<file path="config.mk">
export PLATFORM = sky130hd
export DESIGN_NAME = power_series_evaluator
export DESIGN_NICKNAME = d
export VERILOG_FILES = /design/src/sv/psev_pkg.sv /design/src/sv/power_series_evaluator.sv /design/src/sv/psev_mul.sv /design/src/sv/psev_coef.sv
export SDC_FILE = /design/constraint.sdc
export NUM_CORES = 2
export LEC_CHECK = 0
export BUFFER_PORTS_ARGS = -buffer_cell sky130_fd_sc_hd__buf_4
export CAP_MARGIN = 40
export CORE_ASPECT_RATIO = 1.4
export CORE_MARGIN = 2
export CORE_UTILIZATION = 57
export DETAILED_ROUTE_END_ITERATION = 7
export GPL_TIMING_DRIVEN = 0
export PLACE_DENSITY = 0.75
export SETUP_SLACK_MARGIN = 0.4
export SLEW_MARGIN = 25
export SYNTH_ARGS = -nofsm -noshare
export SYNTH_HDL_FRONTEND = slang
export SYNTH_SLANG_ARGS = --single-unit
</file>
<file path="constraint.sdc">
create_clock -name clk -period 10.5 [get_ports clk]
set_input_delay 2.1 -clock clk [delete_from_list [all_inputs] [get_ports clk]]
set_output_delay 2.1 -clock clk [all_outputs]
set_load 0.01 [all_outputs]
</file>
<file path="src/sv/psev_pkg.sv">
// psev_pkg: shared constants and types for the power series evaluator
// covers field widths, fixed-point defaults, series mode codes, register indexes, fsm states
// no dependencies
package psev_pkg;

    localparam int MAX_TERMS_DEF = 30;
    localparam int FRAC_BITS_DEF = 40;

    localparam int DATA_W  = 64;
    localparam int EPS_W   = 63;
    localparam int X_W     = 32;
    localparam int X_FRAC  = 24;
    localparam int SQ_FRAC = 48;
    localparam int OUT_N_W = 5;
    localparam int HALF_W  = 32;
    localparam int PROD_W  = 128;
    localparam int CFG_IDX_W = 2;

    localparam logic [EPS_W-1:0] EPS_RESET = 63'd1099512;

    localparam logic [CFG_IDX_W-1:0] REG_EPSILON = 2'd0;
    localparam logic [CFG_IDX_W-1:0] REG_MODE    = 2'd1;

    typedef enum logic [1:0] {
        MODE_EXP,
        MODE_COS,
        MODE_C,
        MODE_D
    } mode_t;

    typedef enum logic [2:0] {
        ST_IDLE,
        ST_SQ_WAIT,
        ST_CHECK,
        ST_RATIO_WAIT,
        ST_TERM_ISSUE,
        ST_TERM_WAIT,
        ST_ACCUM,
        ST_DONE
    } state_t;

endpackage

</file>
<file path="src/sv/power_series_evaluator.sv">
// power_series_evaluator: term-recurrence series sum on one shared 32x32 multiplier
// the four-beat multiply is used twice per term; squaring x costs one multiply
// busy stays high from start through the done cycle; next start is taken in the cycle after done
// rst_n is asynchronous: control and config go to their reset values (epsilon 1099512, exp)
// the done strobe lasts one cycle and cannot be held off by the receiver
module power_series_evaluator #(
    parameter int MAX_TERMS = psev_pkg::MAX_TERMS_DEF,
    parameter int FRAC_BITS = psev_pkg::FRAC_BITS_DEF
) (
    input  logic                                clk,
    input  logic                                rst_n,
    input  logic                                start,
    output logic                                busy,
    input  logic [psev_pkg::X_W-1:0]            x_value,
    output logic                                done,
    output logic signed [psev_pkg::DATA_W-1:0]  sum_value,
    output logic                                overflow,
    output logic [psev_pkg::OUT_N_W-1:0]        terms_used,
    input  logic                                cfg_write,
    input  logic [psev_pkg::CFG_IDX_W-1:0]      cfg_index,
    input  logic [psev_pkg::EPS_W-1:0]          cfg_data
);

    localparam int N_W     = $clog2(MAX_TERMS + 1);
    localparam int IDX_W   = $clog2(MAX_TERMS);
    localparam int X_SHL   = (FRAC_BITS >= psev_pkg::X_FRAC) ? FRAC_BITS - psev_pkg::X_FRAC : 0;
    localparam int X_SHR   = (FRAC_BITS >= psev_pkg::X_FRAC) ? 0 : psev_pkg::X_FRAC - FRAC_BITS;
    localparam int SQ_SHR  = psev_pkg::SQ_FRAC - FRAC_BITS;
    localparam int SAT_LSB = FRAC_BITS + psev_pkg::DATA_W - 1;
    localparam logic [psev_pkg::DATA_W-1:0] MAG_MAX = {1'b0, {(psev_pkg::DATA_W-1){1'b1}}};
    localparam logic [psev_pkg::DATA_W-1:0] ONE_Q   = 64'(1) << FRAC_BITS;
    localparam logic [psev_pkg::DATA_W-1:0] INT_MIN = {1'b1, {(psev_pkg::DATA_W-1){1'b0}}};

    psev_pkg::state_t state_reg;
    psev_pkg::state_t state_next;
    psev_pkg::mode_t  mode_reg;
    logic [psev_pkg::EPS_W-1:0] eps_reg;

    logic [psev_pkg::DATA_W-1:0] f_reg;
    logic [psev_pkg::DATA_W-1:0] ratio_reg;
    logic [psev_pkg::DATA_W-1:0] tmag_reg;
    logic                        tsign_reg;
    logic [psev_pkg::DATA_W-1:0] sum_reg;
    logic [N_W-1:0]              n_reg;
    logic                        first_reg;
    logic                        ovf_reg;

    logic                        mul_start;
    logic [psev_pkg::DATA_W-1:0] mul_a;
    logic [psev_pkg::DATA_W-1:0] mul_b;
    logic                        mul_done;
    logic [psev_pkg::PROD_W-1:0] mul_product;
    logic [psev_pkg::DATA_W-1:0] coef;

    logic [psev_pkg::DATA_W-1:0] x_ext;
    logic [psev_pkg::DATA_W-1:0] x_scaled;
    logic                        prod_sat;
    logic [psev_pkg::DATA_W-1:0] prod_mag;
    logic [psev_pkg::DATA_W-1:0] eps_ext;
    logic                        mag_ok;
    logic                        go;
    logic                        neg_series;
    logic [psev_pkg::DATA_W-1:0] term_val;
    logic [psev_pkg::DATA_W:0]   sum_wide;
    logic                        sum_sat;
    logic [psev_pkg::DATA_W-1:0] sum_next;

    psev_mul u_mul (
        .clk     (clk),
        .rst_n   (rst_n),
        .start   (mul_start),
        .a       (mul_a),
        .b       (mul_b),
        .done    (mul_done),
        .product (mul_product)
    );

    psev_coef #(
        .MAX_TERMS (MAX_TERMS),
        .FRAC_BITS (FRAC_BITS)
    ) u_coef (
        .mode (mode_reg),
        .idx  (n_reg[IDX_W-1:0]),
        .coef (coef)
    );

    assign x_ext    = 64'(x_value);
    assign x_scaled = (x_ext << X_SHL) >> X_SHR;

    // q-format truncation of the product, clamp magnitude to 2^63-1
    assign prod_sat = |mul_product[psev_pkg::PROD_W-1:SAT_LSB];
    assign prod_mag = prod_sat ? MAG_MAX : mul_product[SAT_LSB:FRAC_BITS];

    assign eps_ext = {1'b0, eps_reg};
    assign mag_ok  = (mode_reg == psev_pkg::MODE_EXP) ? (tmag_reg >= eps_ext)
                                                      : (tmag_reg > eps_ext);
    assign go = first_reg || (mag_ok && (n_reg < N_W'(MAX_TERMS)));

    assign neg_series = (mode_reg == psev_pkg::MODE_COS) || (mode_reg == psev_pkg::MODE_D);

    // saturating signed add of the signed term
    assign term_val = tsign_reg ? (~tmag_reg + 64'd1) : tmag_reg;
    assign sum_wide = {sum_reg[psev_pkg::DATA_W-1], sum_reg}
                    + {term_val[psev_pkg::DATA_W-1], term_val};
    assign sum_sat  = sum_wide[psev_pkg::DATA_W] != sum_wide[psev_pkg::DATA_W-1];
    assign sum_next = !sum_sat ? sum_wide[psev_pkg::DATA_W-1:0]
                    : (sum_wide[psev_pkg::DATA_W] ? INT_MIN : MAG_MAX);

    always_ff @(posedge clk or negedge rst_n)
    begin
        if (!rst_n)
        begin
            state_reg <= psev_pkg::ST_IDLE;
            eps_reg   <= psev_pkg::EPS_RESET;
            mode_reg  <= psev_pkg::MODE_EXP;
        end
        else
        begin
            state_reg <= state_next;
            if (cfg_write)
            begin
                if (cfg_index == psev_pkg::REG_EPSILON)
                begin
                    eps_reg <= cfg_data;
                end
                else if (cfg_index == psev_pkg::REG_MODE)
                begin
                    mode_reg <= psev_pkg::mode_t'(cfg_data[1:0]);
                end
            end
        end
    end

    always_comb
    begin
        state_next = state_reg;
        unique case (state_reg)
            psev_pkg::ST_IDLE:
            begin
                if (start)
                begin
                    state_next = (mode_reg == psev_pkg::MODE_EXP) ? psev_pkg::ST_CHECK
                                                                  : psev_pkg::ST_SQ_WAIT;
                end
            end
            psev_pkg::ST_SQ_WAIT:
            begin
                if (mul_done)
                begin
                    state_next = psev_pkg::ST_CHECK;
                end
            end
            psev_pkg::ST_CHECK:
            begin
                state_next = go ? psev_pkg::ST_RATIO_WAIT : psev_pkg::ST_DONE;
            end
            psev_pkg::ST_RATIO_WAIT:
            begin
                if (mul_done)
                begin
                    state_next = psev_pkg::ST_TERM_ISSUE;
                end
            end
            psev_pkg::ST_TERM_ISSUE:
            begin
                state_next = psev_pkg::ST_TERM_WAIT;
            end
            psev_pkg::ST_TERM_WAIT:
            begin
                if (mul_done)
                begin
                    state_next = psev_pkg::ST_ACCUM;
                end
            end
            psev_pkg::ST_ACCUM:
            begin
                state_next = psev_pkg::ST_CHECK;
            end
            psev_pkg::ST_DONE:
            begin
                state_next = psev_pkg::ST_IDLE;
            end
        endcase
    end

    always_comb
    begin
        busy      = state_reg != psev_pkg::ST_IDLE;
        done      = state_reg == psev_pkg::ST_DONE;
        mul_start = 1'b0;
        mul_a     = f_reg;
        mul_b     = coef;
        unique case (state_reg)
            psev_pkg::ST_IDLE:
            begin
                // x*x for every mode but exp
                mul_start = start && (mode_reg != psev_pkg::MODE_EXP);
                mul_a     = x_ext;
                mul_b     = x_ext;
            end
            psev_pkg::ST_CHECK:
            begin
                mul_start = go;
            end
            psev_pkg::ST_TERM_ISSUE:
            begin
                mul_start = 1'b1;
                mul_a     = tmag_reg;
                mul_b     = ratio_reg;
            end
            default:
            begin
            end
        endcase
    end

    always_ff @(posedge clk)
    begin
        if (state_reg == psev_pkg::ST_IDLE && start)
        begin
            f_reg     <= x_scaled;
            tmag_reg  <= ONE_Q;
            tsign_reg <= 1'b0;
            sum_reg   <= (mode_reg == psev_pkg::MODE_D) ? '0 : ONE_Q;
            n_reg     <= N_W'(1);
            first_reg <= mode_reg == psev_pkg::MODE_D;
            ovf_reg   <= 1'b0;
        end
        if (state_reg == psev_pkg::ST_SQ_WAIT && mul_done)
        begin
            f_reg <= mul_product[psev_pkg::DATA_W-1:0] >> SQ_SHR;
        end
        if (state_reg == psev_pkg::ST_RATIO_WAIT && mul_done)
        begin
            ratio_reg <= prod_mag;
            ovf_reg   <= ovf_reg | prod_sat;
        end
        if (state_reg == psev_pkg::ST_TERM_WAIT && mul_done)
        begin
            tmag_reg  <= prod_mag;
            tsign_reg <= tsign_reg ^ neg_series;
            ovf_reg   <= ovf_reg | prod_sat;
        end
        if (state_reg == psev_pkg::ST_ACCUM)
        begin
            sum_reg   <= sum_next;
            ovf_reg   <= ovf_reg | sum_sat;
            n_reg     <= n_reg + N_W'(1);
            first_reg <= 1'b0;
        end
    end

    assign sum_value  = sum_reg;
    assign overflow   = ovf_reg;
    assign terms_used = psev_pkg::OUT_N_W'(n_reg);

endmodule

</file>
<file path="src/sv/psev_mul.sv">
// psev_mul: 64x64 unsigned multiplier built on one 32x32 multiplier over four beats
// returns the exact 128-bit product, done pulses one cycle when it is ready
// depends on psev_pkg
module psev_mul (
    input  logic                             clk,
    input  logic                             rst_n,
    input  logic                             start,
    input  logic [psev_pkg::DATA_W-1:0]      a,
    input  logic [psev_pkg::DATA_W-1:0]      b,
    output logic                             done,
    output logic [psev_pkg::PROD_W-1:0]      product
);

    logic [psev_pkg::DATA_W-1:0] a_reg;
    logic [psev_pkg::DATA_W-1:0] b_reg;
    logic [psev_pkg::DATA_W-1:0] prod_reg;
    logic [1:0]                  sh_reg;
    logic [psev_pkg::PROD_W-1:0] acc_reg;
    logic [2:0]                  cnt_reg;
    logic                        active_reg;
    logic                        done_reg;

    logic [psev_pkg::HALF_W-1:0] ha;
    logic [psev_pkg::HALF_W-1:0] hb;
    logic [1:0]                  sh_sel;
    logic [psev_pkg::DATA_W-1:0] slice_prod;
    logic [psev_pkg::PROD_W-1:0] slice_shifted;

    // slices in order a0*b0, a0*b1, a1*b0, a1*b1; shift in units of 32 bits
    assign ha = cnt_reg[1] ? a_reg[psev_pkg::DATA_W-1:psev_pkg::HALF_W]
                           : a_reg[psev_pkg::HALF_W-1:0];
    assign hb = cnt_reg[0] ? b_reg[psev_pkg::DATA_W-1:psev_pkg::HALF_W]
                           : b_reg[psev_pkg::HALF_W-1:0];
    assign sh_sel = 2'(cnt_reg[1]) + 2'(cnt_reg[0]);
    assign slice_prod = ha * hb;
    assign slice_shifted = {{(psev_pkg::PROD_W-psev_pkg::DATA_W){1'b0}}, prod_reg}
                           << {sh_reg, 5'b0};

    always_ff @(posedge clk or negedge rst_n)
    begin
        if (!rst_n)
        begin
            active_reg <= 1'b0;
            cnt_reg    <= 3'd0;
            done_reg   <= 1'b0;
        end
        else
        begin
            done_reg <= 1'b0;
            if (start)
            begin
                active_reg <= 1'b1;
                cnt_reg    <= 3'd0;
            end
            else if (active_reg)
            begin
                if (cnt_reg == 3'd4)
                begin
                    active_reg <= 1'b0;
                    done_reg   <= 1'b1;
                end
                cnt_reg <= cnt_reg + 3'd1;
            end
        end
    end

    // product register sits one beat ahead of the accumulate
    always_ff @(posedge clk)
    begin
        if (start)
        begin
            a_reg   <= a;
            b_reg   <= b;
            acc_reg <= '0;
        end
        else if (active_reg)
        begin
            if (cnt_reg != 3'd4)
            begin
                prod_reg <= slice_prod;
                sh_reg   <= sh_sel;
            end
            if (cnt_reg != 3'd0)
            begin
                acc_reg <= acc_reg + slice_shifted;
            end
        end
    end

    assign done    = done_reg;
    assign product = acc_reg;

endmodule

</file>
<file path="src/sv/psev_coef.sv">
// psev_coef: constant coefficient tables c(n), one per series mode
// entries are worked out at elaboration from MAX_TERMS and FRAC_BITS
// depends on psev_pkg
module psev_coef #(
    parameter int MAX_TERMS = psev_pkg::MAX_TERMS_DEF,
    parameter int FRAC_BITS = psev_pkg::FRAC_BITS_DEF
) (
    input  psev_pkg::mode_t                  mode,
    input  logic [$clog2(MAX_TERMS)-1:0]     idx,
    output logic [psev_pkg::DATA_W-1:0]      coef
);

    localparam logic [psev_pkg::PROD_W-1:0] ONE = 128'(1) << FRAC_BITS;

    logic [psev_pkg::DATA_W-1:0] tab_exp [MAX_TERMS];
    logic [psev_pkg::DATA_W-1:0] tab_cos [MAX_TERMS];
    logic [psev_pkg::DATA_W-1:0] tab_c   [MAX_TERMS];
    logic [psev_pkg::DATA_W-1:0] tab_d   [MAX_TERMS];

    // index zero is never read
    assign tab_exp[0] = '0;
    assign tab_cos[0] = '0;
    assign tab_c[0]   = '0;
    assign tab_d[0]   = '0;

    for (genvar g = 1; g < MAX_TERMS; g++)
    begin : g_tab
        localparam logic [psev_pkg::PROD_W-1:0] C_EXP = ONE / 128'(g);
        localparam logic [psev_pkg::PROD_W-1:0] C_COS = ONE / 128'(4 * g * g - 2 * g);
        localparam logic [psev_pkg::PROD_W-1:0] C_C =
            (128'(9 * g * g) << FRAC_BITS) / 128'((3 * g - 1) * (3 * g - 2));
        localparam logic [psev_pkg::PROD_W-1:0] C_D =
            (128'(2 * g - 1) << FRAC_BITS) / 128'(2 * g);
        assign tab_exp[g] = C_EXP[psev_pkg::DATA_W-1:0];
        assign tab_cos[g] = C_COS[psev_pkg::DATA_W-1:0];
        assign tab_c[g]   = C_C[psev_pkg::DATA_W-1:0];
        assign tab_d[g]   = C_D[psev_pkg::DATA_W-1:0];
    end

    always_comb
    begin
        unique case (mode)
            psev_pkg::MODE_EXP: coef = tab_exp[idx];
            psev_pkg::MODE_COS: coef = tab_cos[idx];
            psev_pkg::MODE_C:   coef = tab_c[idx];
            psev_pkg::MODE_D:   coef = tab_d[idx];
        endcase
    end

endmodule

</file>
==> impl_metrics.py <==
metrics = {
    "worst_setup_path": {
        "cp_common_cell": "fa_1",
        "crit_fanout": 10,
        "start_kind": "register",
        "timing.rr.start": "u_mul.cnt_reg[1]$_DFFE_PN0P_",
        "required_ps": 10940,
        "rr_worst_depth": 28,
        "reg2reg_slack_ps": 420,
        "crit_type": "reg2reg",
        "worst-endpoint-arrival_ps": 10510,
        "end_kind": "register",
        "slowest_delay_ps": 640,
        "r2r-end": "u_mul.prod_reg[62]$_DFFE_PP_",
        "critPathSlowestCell": "fa_1",
    },
    "die": {
        "die_y_um": 442,
        "num_rows": 160,
        "ios": 173,
        "core-area_sq_um": 136000,
        "die_w_um": 317,
        "die_area_sq_um": 140000,
        "start_util": 0.574,
    },
    "yosys": {
        "synth-main-ff-cell": "edfxtp_1",
        "synth_edf_count": 449,
        "synthCells": 8954,
        "ys_seq_elements": 651,
        "ys_seq_area_frac": 0.229,
        "synthesis.area_sq_um": 78100,
        "synthArstFlopShare": 0.112,
        "ys_types": 100,
        "synth.avg_cell_area_sq_um": 8.72,
        "synth_warnings": 0,
    },
    "sta": {
        "relSlewSlack": 0.252,
        "min_period_ps": 10080,
        "worstMarginPinSlew_ps": 1120,
        "whs_ps": 483,
        "fmax_mhz": 99.2,
        "worst_slack_ps": 424,
        "fin_crit_sh": 0.960,
        "fin_worst_skew_ps": 58.5,
        "rsz0062_at_grt": "yes",
        "setup_violations": 0,
        "hold_viol_final": 0,
        "maxSlewViolCount": 0,
    },
    "clock_network": {
        "cts_max_level": 2,
        "tritoncts": "done",
        "cts_root_buf": "clkbuf_16",
        "cts_hold_buf": 0,
        "clk_latency_ps": 730,
        "cts.sinks": 651,
        "numCtsBuffers": 57,
        "clk_pin_slew_ps": 70,
        "clock_path_buffers": 3,
    },
    "global_route": {
        "antenna_found_initial": 42,
        "grt_pass1_wl_um": 541000,
        "grt-ovfl-total": 0,
        "grt_max_degree": 91,
        "grt_pass1_vias": 76200,
        "gr-usage-all-layers": 0.548,
    },
    "routing": {
        "finalWirelength_um": 380000,
        "drt_iter0_drc": 11800,
        "vias": 76900,
        "avgViaCountPerCell": 6.86,
        "wl_per_cell_um": 33.9,
        "antenna_left": 0,
        "drc": 14,
        "first_pass_iters": 8,
    },
    "place": {
        "hpwl_um": 300000,
        "dp_worst_setup_slack_ps": -1190,
        "gp_congestion": 1.19,
        "numPortBuffers": 172,
    },
    "finish": {
        "area_growth_syn_to_layout_pct": 10.7,
        "drive_above_1_share": 0.0910,
        "layout_common_cells": "nand2_1 (1095), inv_1 (1005), nor2_1 (963)",
        "nets": 10900,
        "largest_reg_flops": 128,
        "layout_commonest_cell": "nand2_1",
        "n_fill_cell": 11600,
    },
    "worst_hold_path": {
        "hold-path-endpoint": "u_mul.product[109]$_SDFFE_PP0P_",
        "min_path_type": "reg2reg",
        "hold_depth": 2,
        "min-delay-start": "u_mul.product[109]$_SDFFE_PP0P_",
    },
    "run_status": {
        "status": "complete, but fails checks",
        "violations": "DRC",
    },
    "run": {
        "cap_violations": 0,
    },
}
critical path, delay by kind of cell (launching register included):
kind,cells,cell delay [ps]
fa+ha+maj,9,4450
compound gates,8,1920
simple gates,3,430
mux,1,550
xor+xnor,1,130
flops,1,350
buf+inv,6,1940
how the worst max path moves through the flow:
| stage | startpoint | endpoint | slack, ps | cells past startpoint |
|---|---|---|---|---|
| 2_1_floorplan | u_mul.cnt_reg[0]$_DFFE_PN0P_ | u_mul.prod_reg[62]$_DFFE_PP_ | 1390 | 31 |
| 3_3_place_gp | u_mul.cnt_reg[0]$_DFFE_PN0P_ | u_mul.prod_reg[62]$_DFFE_PP_ | -1710 | 30 |
| 3_5_place_dp | u_mul.cnt_reg[1]$_DFFE_PN0P_ | u_mul.prod_reg[62]$_DFFE_PP_ | -1190 | 31 |
| 4_1_cts | u_mul.cnt_reg[1]$_DFFE_PN0P_ | u_mul.prod_reg[62]$_DFFE_PP_ | 260 | 34 |
| 5_1_grt | u_mul.cnt_reg[1]$_DFFE_PN0P_ | u_mul.prod_reg[62]$_DFFE_PP_ | 310 | 32 |
| 6_report | u_mul.cnt_reg[1]$_DFFE_PN0P_ | u_mul.prod_reg[62]$_DFFE_PP_ | 420 | 28 |
synthesized netlist by cell type (all sizes together) (50+ instances only):
cell,instances,area share
a21o,194,0.019
nand4,109,0.0087
and3,74,0.0059
inv,1007,0.048
mux2i,104,0.013
nor2,967,0.046
xor2,102,0.011
fa,898,0.23
nor3,82,0.0054
o31ai,53,0.0057
xnor2,181,0.020
nor2b,159,0.013
or2,84,0.0067
o21ai,511,0.033
a31oi,61,0.0050
mux2,97,0.014
buf,51,0.0029
edfxtp,449,0.17
dfxtp,129,0.033
and2,78,0.0063
a21oi,599,0.038
ha,553,0.089
nand2,1098,0.053
nand3,128,0.0083
a211oi,69,0.0067
o21bai,50,0.0048
dfrtp,63,0.020
clkbuf,470,0.023
logic make-up (layout without fill, tap and decap cells):
family / count (synthesis) / count (layout) / share of synthesized area
other cells: 1 / 32 / 0.0000480
simple gates: 2941 / 2941 / 0.168
buf+inv: 1532 / 1976 / 0.0741
mux: 201 / 201 / 0.0273
fa+ha+maj: 1451 / 1451 / 0.319
xor+xnor: 283 / 283 / 0.0318
flops: 651 / 651 / 0.229
compound gates: 1894 / 1894 / 0.151
per-layer routing:
| metal | wire [um] | share of wire | track usage |
|---|---|---|---|
| met1 | 117000 | 0.31 | 0.591 |
| met2 | 155000 | 0.41 | 0.779 |
| met3 | 55600 | 0.15 | 0.252 |
| met4 | 51600 | 0.14 | 0.533 |
| met5 | 300 | 0.00079 | 0.00280 |
repair_timing:
item	CTS	global route
buffers inserted	4	7
pin swaps	0	1
gates resized for setup	95	123
hold endpoints to repair	0	0
endpoints found under the setup margin	38	22
layout make-up:
| cell class | instances | area (sq um) | area share |
|---|---|---|---|
| multi-input combinational | 6772 | 55000 | 0.637 |
| sequential | 651 | 17900 | 0.207 |
| inverter | 1011 | 3800 | 0.0440 |
| timing repair buffer | 337 | 3150 | 0.0365 |
| tap | 1782 | 2230 | 0.0258 |
| buffer | 520 | 2180 | 0.0253 |
| clock buffer | 71 | 1530 | 0.0177 |
| clock inverter | 37 | 475 | 0.00550 |
| antenna | 30 | 75.1 | 0.000869 |
metrics by stage:
step	instances	instance area, sq um	utilization	TNS, ps
detailed placement	11000	83200	0.612	-13070
global placement	10900	81600	0.600	-131960
CTS	11100	85600	0.630	0
global route	11200	86300	0.635	0
floorplan	8955	78100	-	0
finish	11200	86400	0.636	0
Power is left out: the tool's default activity adds up to more than one toggle a clock period on the data nets, which glitch-free logic cannot reach.
